===== src/hdl/pbpm_pkg.sv =====
// ----------------------------------------------------------------------------
// Page buffer pool manager package
// Shared types, codes and sizes for the slot cells and the pool top level.
// ----------------------------------------------------------------------------
`default_nettype none

package pbpm_pkg;

	localparam int POOL_SLOTS = 16;
	localparam int SLOT_W     = (POOL_SLOTS > 1) ? $clog2(POOL_SLOTS) : 1;
	localparam int TABLE_W    = 8;
	localparam int BLOCK_W    = 31;
	localparam int PIN_W      = 16;
	localparam int SLOT_OUT_W = 4;

	localparam logic [PIN_W-1:0] PIN_MAX = {PIN_W{1'b1}};

	typedef enum logic [2:0] {
		MODE_FIND     = 3'd0,
		MODE_LOAD     = 3'd1,
		MODE_PIN      = 3'd2,
		MODE_UNPIN    = 3'd3,
		MODE_MODIFIED = 3'd4
	} mode_t;

	typedef enum logic [2:0] {
		ST_HIT        = 3'd0,
		ST_LOADED     = 3'd1,
		ST_NOT_FOUND  = 3'd2,
		ST_UNPIN_ZERO = 3'd3,
		ST_ALL_PINNED = 3'd4
	} status_t;

	typedef struct packed {
		logic [2:0]         mode;
		logic [TABLE_W-1:0] table_id;
		logic [BLOCK_W-1:0] block_no;
	} req_t;

	typedef struct packed {
		logic [2:0]            status;
		logic [SLOT_OUT_W-1:0] slot;
		logic [PIN_W-1:0]      pin_level;
		logic                  writeback_needed;
		logic [TABLE_W-1:0]    writeback_table;
		logic [BLOCK_W-1:0]    writeback_block;
		logic                  read_needed;
	} rsp_t;

	// Record that walks down the chain, one cell per cycle.
	typedef struct packed {
		logic               valid;
		logic               hit;
		logic [SLOT_W-1:0]  hit_idx;
		logic [PIN_W-1:0]   hit_pins;
		logic               free;
		logic [SLOT_W-1:0]  free_idx;
		logic               free_valid;
		logic               free_dirty;
		logic [TABLE_W-1:0] free_table;
		logic [BLOCK_W-1:0] free_block;
	} scan_t;

	// Update broadcast to all cells once a scan has finished.
	typedef struct packed {
		logic               en;
		logic [SLOT_W-1:0]  idx;
		logic               load;
		logic               pin_inc;
		logic               pin_dec;
		logic               set_dirty;
		logic [TABLE_W-1:0] table_id;
		logic [BLOCK_W-1:0] block_no;
	} commit_t;

endpackage

`default_nettype wire


===== src/hdl/page_buffer_pool_manager_top.sv =====
// ----------------------------------------------------------------------------
// Page buffer pool manager
// Pool of page slots with lookup and first-unpinned replacement, built as a
// chain of slot cells that a scan record walks through.
// ----------------------------------------------------------------------------
// The result strobe rises once the accepted item has passed go_q, the scan
// register of every slot cell and the result register. The scan record visits
// one slot cell per cycle, and only one item is in the chain at a time.
// busy is high from the accepting edge until the result cycle, in which a new
// item may already be started. The receiver cannot stall the result.
// Reset (arst_n low) empties the pool at once: every slot invalid, unpinned.
`default_nettype none

module page_buffer_pool_manager_top
	import pbpm_pkg::*;
(
	input  wire logic clk,
	input  wire logic arst_n,
	input  wire logic start,
	output logic      busy,
	input  wire req_t req,
	output logic      done,
	output rsp_t      rsp
);

	// The held request is broadcast to every cell while its scan runs.
	req_t    req_q;
	logic    busy_q;
	logic    go_q;
	logic    done_q;
	rsp_t    rsp_q;
	logic    accept;

	// chain[0] is the empty record entering the first cell; chain[i + 1] is
	// what cell i hands on. The last entry is the finished scan.
	scan_t   chain [POOL_SLOTS+1];
	scan_t   fin;
	commit_t commit;
	rsp_t    rsp_d;

	assign accept = start && !busy_q;
	assign busy   = busy_q;
	assign done   = done_q;
	assign rsp    = rsp_q;

	always_ff @(posedge clk or negedge arst_n) begin
		if (!arst_n) begin
			busy_q <= 1'b0;
			go_q   <= 1'b0;
		end else begin
			go_q <= accept;
			if (accept) begin
				busy_q <= 1'b1;
			end else if (fin.valid) begin
				busy_q <= 1'b0;
			end
		end
	end

	always_ff @(posedge clk) begin
		if (accept) begin
			req_q <= req;
		end
	end

	always_comb begin
		chain[0]       = '0;
		chain[0].valid = go_q;
	end

	for (genvar i = 0; i < POOL_SLOTS; i++) begin : g_cell
		pbpm_cell u_cell (
			.clk       (clk),
			.arst_n    (arst_n),
			.cell_idx  (SLOT_W'(i)),
			.req_table (req_q.table_id),
			.req_block (req_q.block_no),
			.scan_in   (chain[i]),
			.scan_out  (chain[i+1]),
			.commit    (commit)
		);
	end

	assign fin = chain[POOL_SLOTS];

	// Decide the outcome from the finished scan. A hit wins over a load; a
	// miss in a loading mode takes the first slot with no pins, and if there
	// is none every slot is pinned. Unused mode codes act like a plain find.
	always_comb begin
		rsp_d            = '0;
		rsp_d.status     = ST_NOT_FOUND;
		commit           = '0;
		commit.en        = fin.valid;
		commit.idx       = fin.hit_idx;
		commit.table_id  = req_q.table_id;
		commit.block_no  = req_q.block_no;
		if (fin.hit) begin
			rsp_d.status    = ST_HIT;
			rsp_d.slot      = SLOT_OUT_W'(fin.hit_idx);
			rsp_d.pin_level = fin.hit_pins;
		end
		unique case (req_q.mode)
			MODE_LOAD, MODE_PIN: begin
				if (fin.hit) begin
					if (req_q.mode == MODE_PIN) begin
						commit.pin_inc = 1'b1;
						if (fin.hit_pins != PIN_MAX) begin
							rsp_d.pin_level = fin.hit_pins + PIN_W'(1);
						end
					end
				end else if (fin.free) begin
					rsp_d.status           = ST_LOADED;
					rsp_d.slot             = SLOT_OUT_W'(fin.free_idx);
					rsp_d.pin_level        = (req_q.mode == MODE_PIN) ? PIN_W'(1) : '0;
					rsp_d.read_needed      = 1'b1;
					rsp_d.writeback_needed = fin.free_valid && fin.free_dirty;
					if (fin.free_valid && fin.free_dirty) begin
						rsp_d.writeback_table = fin.free_table;
						rsp_d.writeback_block = fin.free_block;
					end
					commit.idx     = fin.free_idx;
					commit.load    = 1'b1;
					commit.pin_inc = (req_q.mode == MODE_PIN);
				end else begin
					rsp_d.status = ST_ALL_PINNED;
				end
			end
			MODE_UNPIN: begin
				if (fin.hit) begin
					if (fin.hit_pins == '0) begin
						rsp_d.status = ST_UNPIN_ZERO;
					end else begin
						rsp_d.pin_level = fin.hit_pins - PIN_W'(1);
						commit.pin_dec  = 1'b1;
					end
				end
			end
			MODE_MODIFIED: begin
				commit.set_dirty = fin.hit;
			end
			default: begin
			end
		endcase
	end

	always_ff @(posedge clk or negedge arst_n) begin
		if (!arst_n) begin
			done_q <= 1'b0;
		end else begin
			done_q <= fin.valid;
		end
	end

	always_ff @(posedge clk) begin
		if (fin.valid) begin
			rsp_q <= rsp_d;
		end
	end

`ifndef SYNTHESIS
	logic [POOL_SLOTS-1:0] scan_live;

	always_comb begin
		for (int k = 0; k < POOL_SLOTS; k++) begin
			scan_live[k] = chain[k+1].valid;
		end
	end

	// Only one scan record may be in the chain at any time.
	a_one_scan: assert property (@(posedge clk) disable iff (!arst_n)
		$onehot0({go_q, scan_live}))
		else $error("more than one scan in the slot chain");

	// The result cycle is the first cycle in which the next item may start.
	a_done_idle: assert property (@(posedge clk) disable iff (!arst_n)
		done |-> !busy)
		else $error("result shown while still busy");

	// An accepted item keeps the block busy in the next cycle.
	a_accept_busy: assert property (@(posedge clk) disable iff (!arst_n)
		(start && !busy) |=> busy)
		else $error("accepted item did not raise busy");

	// A read is requested exactly when a page was loaded on a miss.
	a_read_load: assert property (@(posedge clk) disable iff (!arst_n)
		done |-> (rsp.read_needed == (rsp.status == ST_LOADED)))
		else $error("read request does not match load status");

	// A write-back only ever accompanies a load.
	a_wb_load: assert property (@(posedge clk) disable iff (!arst_n)
		(done && rsp.writeback_needed) |-> rsp.read_needed)
		else $error("write-back reported without a load");
`endif

endmodule

`default_nettype wire


===== src/hdl/pbpm_cell.sv =====
// ----------------------------------------------------------------------------
// Page buffer pool slot cell
// Holds one pool slot, folds its match and free status into the passing scan
// record, and applies the commit addressed to it.
// ----------------------------------------------------------------------------
`default_nettype none

module pbpm_cell
	import pbpm_pkg::*;
(
	input  wire logic               clk,
	input  wire logic               arst_n,
	input  wire logic [SLOT_W-1:0]  cell_idx,
	input  wire logic [TABLE_W-1:0] req_table,
	input  wire logic [BLOCK_W-1:0] req_block,
	input  wire scan_t              scan_in,
	output scan_t                   scan_out,
	input  wire commit_t            commit
);

	logic               valid_q;
	logic [TABLE_W-1:0] table_q;
	logic [BLOCK_W-1:0] block_q;
	logic [PIN_W-1:0]   pins_q;
	logic               dirty_q;
	scan_t              scan_d;
	scan_t              scan_q;
	logic               match;
	logic               sel;

	assign match = valid_q && (table_q == req_table) && (block_q == req_block);
	assign sel   = commit.en && (commit.idx == cell_idx);

	always_comb begin
		scan_d = scan_in;
		if (!scan_in.hit && match) begin
			scan_d.hit      = 1'b1;
			scan_d.hit_idx  = cell_idx;
			scan_d.hit_pins = pins_q;
		end
		if (!scan_in.free && (pins_q == '0)) begin
			scan_d.free       = 1'b1;
			scan_d.free_idx   = cell_idx;
			scan_d.free_valid = valid_q;
			scan_d.free_dirty = dirty_q;
			scan_d.free_table = table_q;
			scan_d.free_block = block_q;
		end
	end

	always_ff @(posedge clk or negedge arst_n) begin
		if (!arst_n) begin
			scan_q <= '0;
		end else begin
			scan_q <= scan_d;
		end
	end

	assign scan_out = scan_q;

	always_ff @(posedge clk or negedge arst_n) begin
		if (!arst_n) begin
			valid_q <= 1'b0;
			table_q <= '0;
			block_q <= '0;
			pins_q  <= '0;
			dirty_q <= 1'b0;
		end else if (sel) begin
			if (commit.load) begin
				valid_q <= 1'b1;
				table_q <= commit.table_id;
				block_q <= commit.block_no;
				pins_q  <= commit.pin_inc ? PIN_W'(1) : '0;
				dirty_q <= 1'b0;
			end else begin
				if (commit.pin_inc && (pins_q != PIN_MAX)) begin
					pins_q <= pins_q + PIN_W'(1);
				end
				if (commit.pin_dec && (pins_q != '0)) begin
					pins_q <= pins_q - PIN_W'(1);
				end
				if (commit.set_dirty) begin
					dirty_q <= 1'b1;
				end
			end
		end
	end

endmodule

`default_nettype wire


===== config.mk =====
export PLATFORM = sky130hd
export DESIGN_NAME = page_buffer_pool_manager_top
export DESIGN_NICKNAME = d
export VERILOG_FILES = /design/src/hdl/pbpm_pkg.sv /design/src/hdl/page_buffer_pool_manager_top.sv /design/src/hdl/pbpm_cell.sv
export SDC_FILE = /design/constraint.sdc
export NUM_CORES = 2
export LEC_CHECK = 0
export BUFFER_PORTS_ARGS = -buffer_cell sky130_fd_sc_hd__clkbuf_2
export CORE_AREA = 2 2 398 696
export DETAILED_ROUTE_END_ITERATION = 10
export DIE_AREA = 0 0 400 698
export GPL_TIMING_DRIVEN = 0
export HOLD_SLACK_MARGIN = 0.06
export PLACE_DENSITY_LB_ADDON = 0.2
export SLEW_MARGIN = 0
export SYNTH_ARGS = -nofsm -noshare
export SYNTH_HDL_FRONTEND = slang
export SYNTH_SLANG_ARGS = --single-unit

===== constraint.sdc =====
create_clock -name clk -period 5.6 [get_ports clk]
set_input_delay 0.28 -clock clk [delete_from_list [all_inputs] [get_ports clk]]
set_output_delay 0.28 -clock clk [all_outputs]
set_load 0.02 [all_outputs]

; Word-level counts from Yosys, hierarchy flattened
; Cells that the tools add are included.
[classes]
add_sub_neg = 34
n_eq_ne = 68
mux = 110
bitwise_logic = 3
n_reduce_logical = 247
[ops]
columns = op, count
row1 = $mux 16, 53
row2 = $mux 46, 16
row3 = $eq 31x31->1, 16
row4 = $mux 21, 16
row5 = $add 16x1->16 const B, 17
row6 = $logic_not 16->1, 17
row7 = $ne 16x16->1 const B, 17
row8 = $sub 16x1->16 const B, 17
row9 = $reduce_bool 16->1, 16
row10 = $eq 8x8->1, 16
row11 = $logic_and 1x1->1, 112
row12 = $reduce_and 2->1, 48
row13 = $mux 61, 1
row14 = $reduce_bool 3->1, 16
row15 = $mux 39, 1
row16 = $eq 4x4->1 const B, 8
row17 = $pmux 16 s2, 1
row18 = $logic_not 1->1, 31
row19 = $mux 22, 1
row20 = $eq 4x3->1 const B, 4
row21 = $mux 1, 12
row22 = $mux 6, 2
row23 = $mux 3, 3
row24 = $eq 4x2->1 const B, 2
row25 = other kinds (14), 19
[totals]
register_bits = 2109
in_bits = 45
out_inout_bits = 66
word_cells = 715

; Longest topological paths before layout
[depth]
word_depth = 8
ltp_mapped = 17
depth_no_buf = 16

; By module
; A second synthesis with hierarchy kept.
[hier_totals]
hier_cells = 7615
hier_area_um2 = 100586.5
[by_module_without_submodules]
columns = mod, n_inst, cells_per_inst, area_per_inst_um2, seq_area_each_um2
row1 = pbpm_cell at g_cell[11].u_cell ..., 14, 453, 5979.5, 3128.0
row2 = pbpm_cell at g_cell[0].u_cell, 1, 462, 6007.0, 3128.0
row3 = pbpm_cell at g_cell[10].u_cell, 1, 445, 5940.7, 3128.0
row4 = page_buffer_pool_manager_top, 1, 366, 4926.0, 3258.1

; Least setup slack after synthesis
; OpenSTA, ideal clock, no wires.
[synth_path]
path_type = register -> register
startpoint = register g_cell[15].u_cell.scan_q, in the netlist g_cell[15].u_cell.scan_out[46]
endpoint = register g_cell[10].u_cell.pins_q[15]
setup_ns = 0.132
arrival_ns = 3.992
required_time_ns = 5.468
setup_slack_ns = 1.477
stages_incl_launch_ff = 17
path_buffers = 1
period_less_slack_ns = 4.123
cell_sequence = dfrtp_1 -> inv_1 -> ha_1 -> nor4b_1 -> nand4_1 -> o31a_1 -> buf_6 -> nand2_1 -> inv_1 -> ha_1 -> or3_1 -> o21ai_1 -> o21a_1 -> a2111oi_0 -> a2111oi_0 -> mux2i_1 -> o211ai_1
[synth_between]
elab_chain_cells = 7
word_cells_on_any_way = 9
cone_classes = mux: 5 / reduce/logical: 4
[synth_lines]
columns = item, line_no
row1 = "start, declared", pbpm_cell.sv:27  ; scan_t scan_q;
row2 = "start signal, assigned", pbpm_cell.sv:55  ; scan_q <= scan_d;
row3 = $logic_not 16->1 *, page_buffer_pool_manager_top.sv:130  ; if (fin.hit_pins == '0) begin
row4 = $mux 1 *, page_buffer_pool_manager_top.sv:130
row5 = $mux 1 *, page_buffer_pool_manager_top.sv:129  ; if (fin.hit) begin
row6 = $mux 1 *, page_buffer_pool_manager_top.sv:102  ; unique case (req_q.mode)
row7 = $logic_and 1x1->1 *, pbpm_cell.sv:79  ; if (commit.pin_dec && (pins_q != '0)) begin
row8 = $reduce_bool 3->1 (no line) / $mux 16 (equally long branches), --
row9 = $reduce_and 2->1 (no line) / $mux 16 (equally long branches), --
row10 = "end signal, assigned", pbpm_cell.sv:73  ; pins_q <= commit.pin_inc ? PIN_W'(1) : '0;
row11 = "end signal, assigned", pbpm_cell.sv:77  ; pins_q <= pins_q + PIN_W'(1);
row12 = "end signal, assigned", pbpm_cell.sv:80  ; pins_q <= pins_q - PIN_W'(1);
row13 = "end, declared", pbpm_cell.sv:24  ; logic [PIN_W-1:0] pins_q;
; Every way passes the cells marked *; elsewhere a longest branch is shown, timed or not.
; A chain may end at the register's enable or synchronous reset.

==> results.json <==
{
  "run_status": "finished, violations left",
  "failed_checks": "max-capacitance violations, max-slew violations, negative setup slack",
  "synth.area.mux_share_pct": 15.4,
  "cp_max_fo": 10,
  "wl_per_cell_um": 33.4,
  "setup_ws_ps": -76.4,
  "synthArstFlopShare_pct": 94.9,
  "end_kind": "flip-flop",
  "clockBufferDepth": 4,
  "numCtsBuffers": 207,
  "syn-cell-area_sq_um": 95500,
  "hold_ws_ps": 103,
  "htree_levels": 4,
  "setup_tns_ps": -498,
  "register_area_sq_um": 52600,
  "worstMarginPinSlew_ps": 1550,
  "io_buffer_count": 110,
  "rsz0062_at_grt": "false",
  "vias": 66800,
  "cts_tree": "built",
  "leakage_nw": 52.3,
  "gr-usage-all-layers_pct": 28.7,
  "initialDrtViolationCount": 4862,
  "drt_wl_total_um": 404000,
  "yosysUniqueCellTypes": 92,
  "die_h_um": 698,
  "final_cell_area_sq_um": 110000,
  "synth_fa_ha_area_share_pct": 3.11,
  "syn_nets": 8145,
  "place_area_sq_um": 102000,
  "drc": 0,
  "multi_input_area_sq_um": 40800,
  "postRouteAntennaNets": 0,
  "report.final.setup_viol": 8,
  "ir_drop_mv": 0.243,
  "grt_overflow": 0,
  "die_area_sq_um": 279000,
  "clk_pin_slew_ps": 70,
  "fin_cells": 12100,
  "drt_first_pass_iters": 5,
  "hold_path_class": "primary input to flip-flop",
  "io_pins": 111,
  "ys.flop_type": "dfrtp_1",
  "initial_core_util_pct": 34.9,
  "synth_top_family_by_area": "multiplexers",
  "final_cell_mix": "dfrtp_1 (1972), mux2_2 (1298), nand2_1 (723)",
  "grt_max_degree": 114,
  "dp_hpwl_um": 302000,
  "grt_pass1_vias": 69400,
  "yosys_warnings": 0,
  "synth_cells": 7872,
  "crit_arrival_ps": 6400,
  "fillCellCount": 26100,
  "p_per_area_nw_per_um2": 278,
  "synth_xor_area_share_pct": 6.92,
  "die_x_um": 400,
  "period_needed_ps": 5680,
  "coreArea_sq_um": 273000,
  "synth-seq-cells": 2079,
  "cap_violations": 3,
  "crit_required_ps": 6320,
  "place_inst": 11600,
  "synth_compound_area_share_pct": 6.51,
  "nNetsFinal": 8595,
  "hold_viol_final": 0,
  "area_delta_synth_final_pct": 14.7,
  "period_share_pct": 101,
  "drive_above_1_share_pct": 25.5,
  "finalPower_mw": 30.4,
  "synth_edf_count": 106,
  "avgSynthCellArea_sq_um": 12.1,
  "cts_root_buf": "clkbuf_16",
  "final_common_cell": "dfrtp_1",
  "fin_skew_ps": 115,
  "startpoint_type": "flip-flop",
  "place.gp.congestion": 0.949,
  "clock_sinks": 2079,
  "std_cell_rows": 254,
  "fmax_mhz": 176,
  "antenna_found_initial": 37,
  "seq_area_frac_synth_pct": 55.0,
  "synthSimpleGateAreaFrac_pct": 10.6,
  "clk_latency_ps": 940,
  "viasPerCell": 5.53,
  "slew-limit-headroom_pct": -3.08,
  "grt_pass1_wl_um": 553000,
  "crit_type": "flip-flop to flip-flop",
  "drv_slew": 31
}
## worst max-delay path, cell delays in order (launching register included)
cell	delay [ps]
edfxtp_1	330
clkbuf_1	1020
buf_2	820
xnor2_1	250
nand4_1	190
nor4_1	920
nand3_1	440
nor2_1	730
buf_2	380
mux2_2	360
## synth_stat cells (16+ instances only)
| master | instances | area, sq um |
|---|---|---|
| xor2_1 | 407 | 3560 |
| a311oi_1 | 22 | 193 |
| buf_2 | 150 | 751 |
| nand4_1 | 186 | 1160 |
| or2_2 | 68 | 425 |
| mux2_2 | 1298 | 14600 |
| o41ai_1 | 38 | 333 |
| ha_1 | 213 | 2670 |
| o21ai_0 | 288 | 1440 |
| o31ai_1 | 105 | 788 |
| o21a_1 | 48 | 360 |
| a41oi_1 | 16 | 140 |
| nand3_1 | 91 | 455 |
| nor2b_1 | 77 | 482 |
| a22o_1 | 38 | 333 |
| nand2_1 | 724 | 2720 |
| nor2_1 | 250 | 938 |
| and2_1 | 122 | 763 |
| o211ai_1 | 22 | 165 |
| xnor2_1 | 345 | 3020 |
| or3_1 | 57 | 357 |
| a21o_1 | 30 | 225 |
| nand2b_1 | 71 | 444 |
| inv_1 | 114 | 428 |
| o22ai_1 | 16 | 100 |
| a211oi_1 | 50 | 375 |
| edfxtp_1 | 106 | 3180 |
| and3_1 | 28 | 175 |
| a21oi_1 | 162 | 811 |
| nor4_1 | 180 | 1130 |
| nor3_1 | 95 | 475 |
| clkbuf_1 | 246 | 923 |
| dfrtp_1 | 1973 | 49400 |
## registers in the layout, summed over array words and instances (netlist names), 3 cells and up
| signal | flops |
|---|---|
| g_cell.u_cell.pins_q | 256 |
| g_cell.u_cell.dirty_q | 16 |
| g_cell.u_cell.scan_out | 1058 |
| rsp | 64 |
| req_q | 3 |
| g_cell.u_cell.valid_q | 16 |
| g_cell.u_cell.table_q | 128 |
| commit | 39 |
| g_cell.u_cell.block_q | 496 |
## timing repair
item	4_1_cts	5_1_grt
setup buffers	4	13
endpoints found under the setup margin	40	27
gates resized for setup	13	10
hold buffers	70	0
hold endpoints to repair	275	0
## layer usage
layer	share of wire [%]	vias to the layer above	global-route usage [%]
met5	0.0040	-	0
met4	11	2	26.6
met3	4.8	1213	4.19
met2	51	2500	50.6
met1	33	34400	28.6
li1	-	28700	-
## where the power goes
part | internal [mW] | switching, mW | total (mW)
Sequential | 15.2 | 0.0541 | 15.3
Combinational | 0.159 | 0.389 | 0.548
Clock | 8.29 | 6.34 | 14.6
## cells by family (layout without fill, tap and decap cells)
group | count (synthesis) | after routing
flops | 2079 | 2079
simple gates | 2025 | 2025
mux | 1311 | 1311
compound gates | 944 | 944
xor+xnor | 753 | 753
buf+inv | 532 | 1134
fa+ha+maj | 228 | 228
other cells | 0 | 27
## stage by stage
step,util [%],setup slack [ps]
2_1_floorplan,-,1480
3_3_place_gp,36.8,-45810
3_5_place_dp,37.2,-331
4_1_cts,40.0,14.3
5_1_grt,40.1,6.43
6_report,40.1,-76.4
## area by class of cell
cell class / count / share of cell area (%)
sequential: 2079 / 48.0
multi-input combinational: 5261 / 37.2
clock buffer: 293 / 5.52
tap: 3584 / 4.09
timing repair buffer: 243 / 2.20
buffer: 412 / 1.69
clock inverter: 68 / 0.786
inverter: 118 / 0.432
antenna: 27 / 0.0617
## worst paths after layout
check | from | end | slack [ps] | depth (start not counted)
worst min-delay path | req[27] | commit[27] | 100 | 2
worst max-delay path | commit[2] | g_cell[4].u_cell.scan_out[54] | -80 | 9
min in group asynchronous | arst_n | g_cell[7].u_cell.scan_out[67] | 520 | 4
worst max register to register | commit[2] | g_cell[4].u_cell.scan_out[54] | -80 | 9
worst min register to register | g_cell[11].u_cell.scan_out[67] | g_cell[12].u_cell.scan_out[67] | 340 | 0
max in group asynchronous | arst_n | g_cell[7].u_cell.scan_out[48] | 1790 | 10
Power figures use the tool's default switching activity.
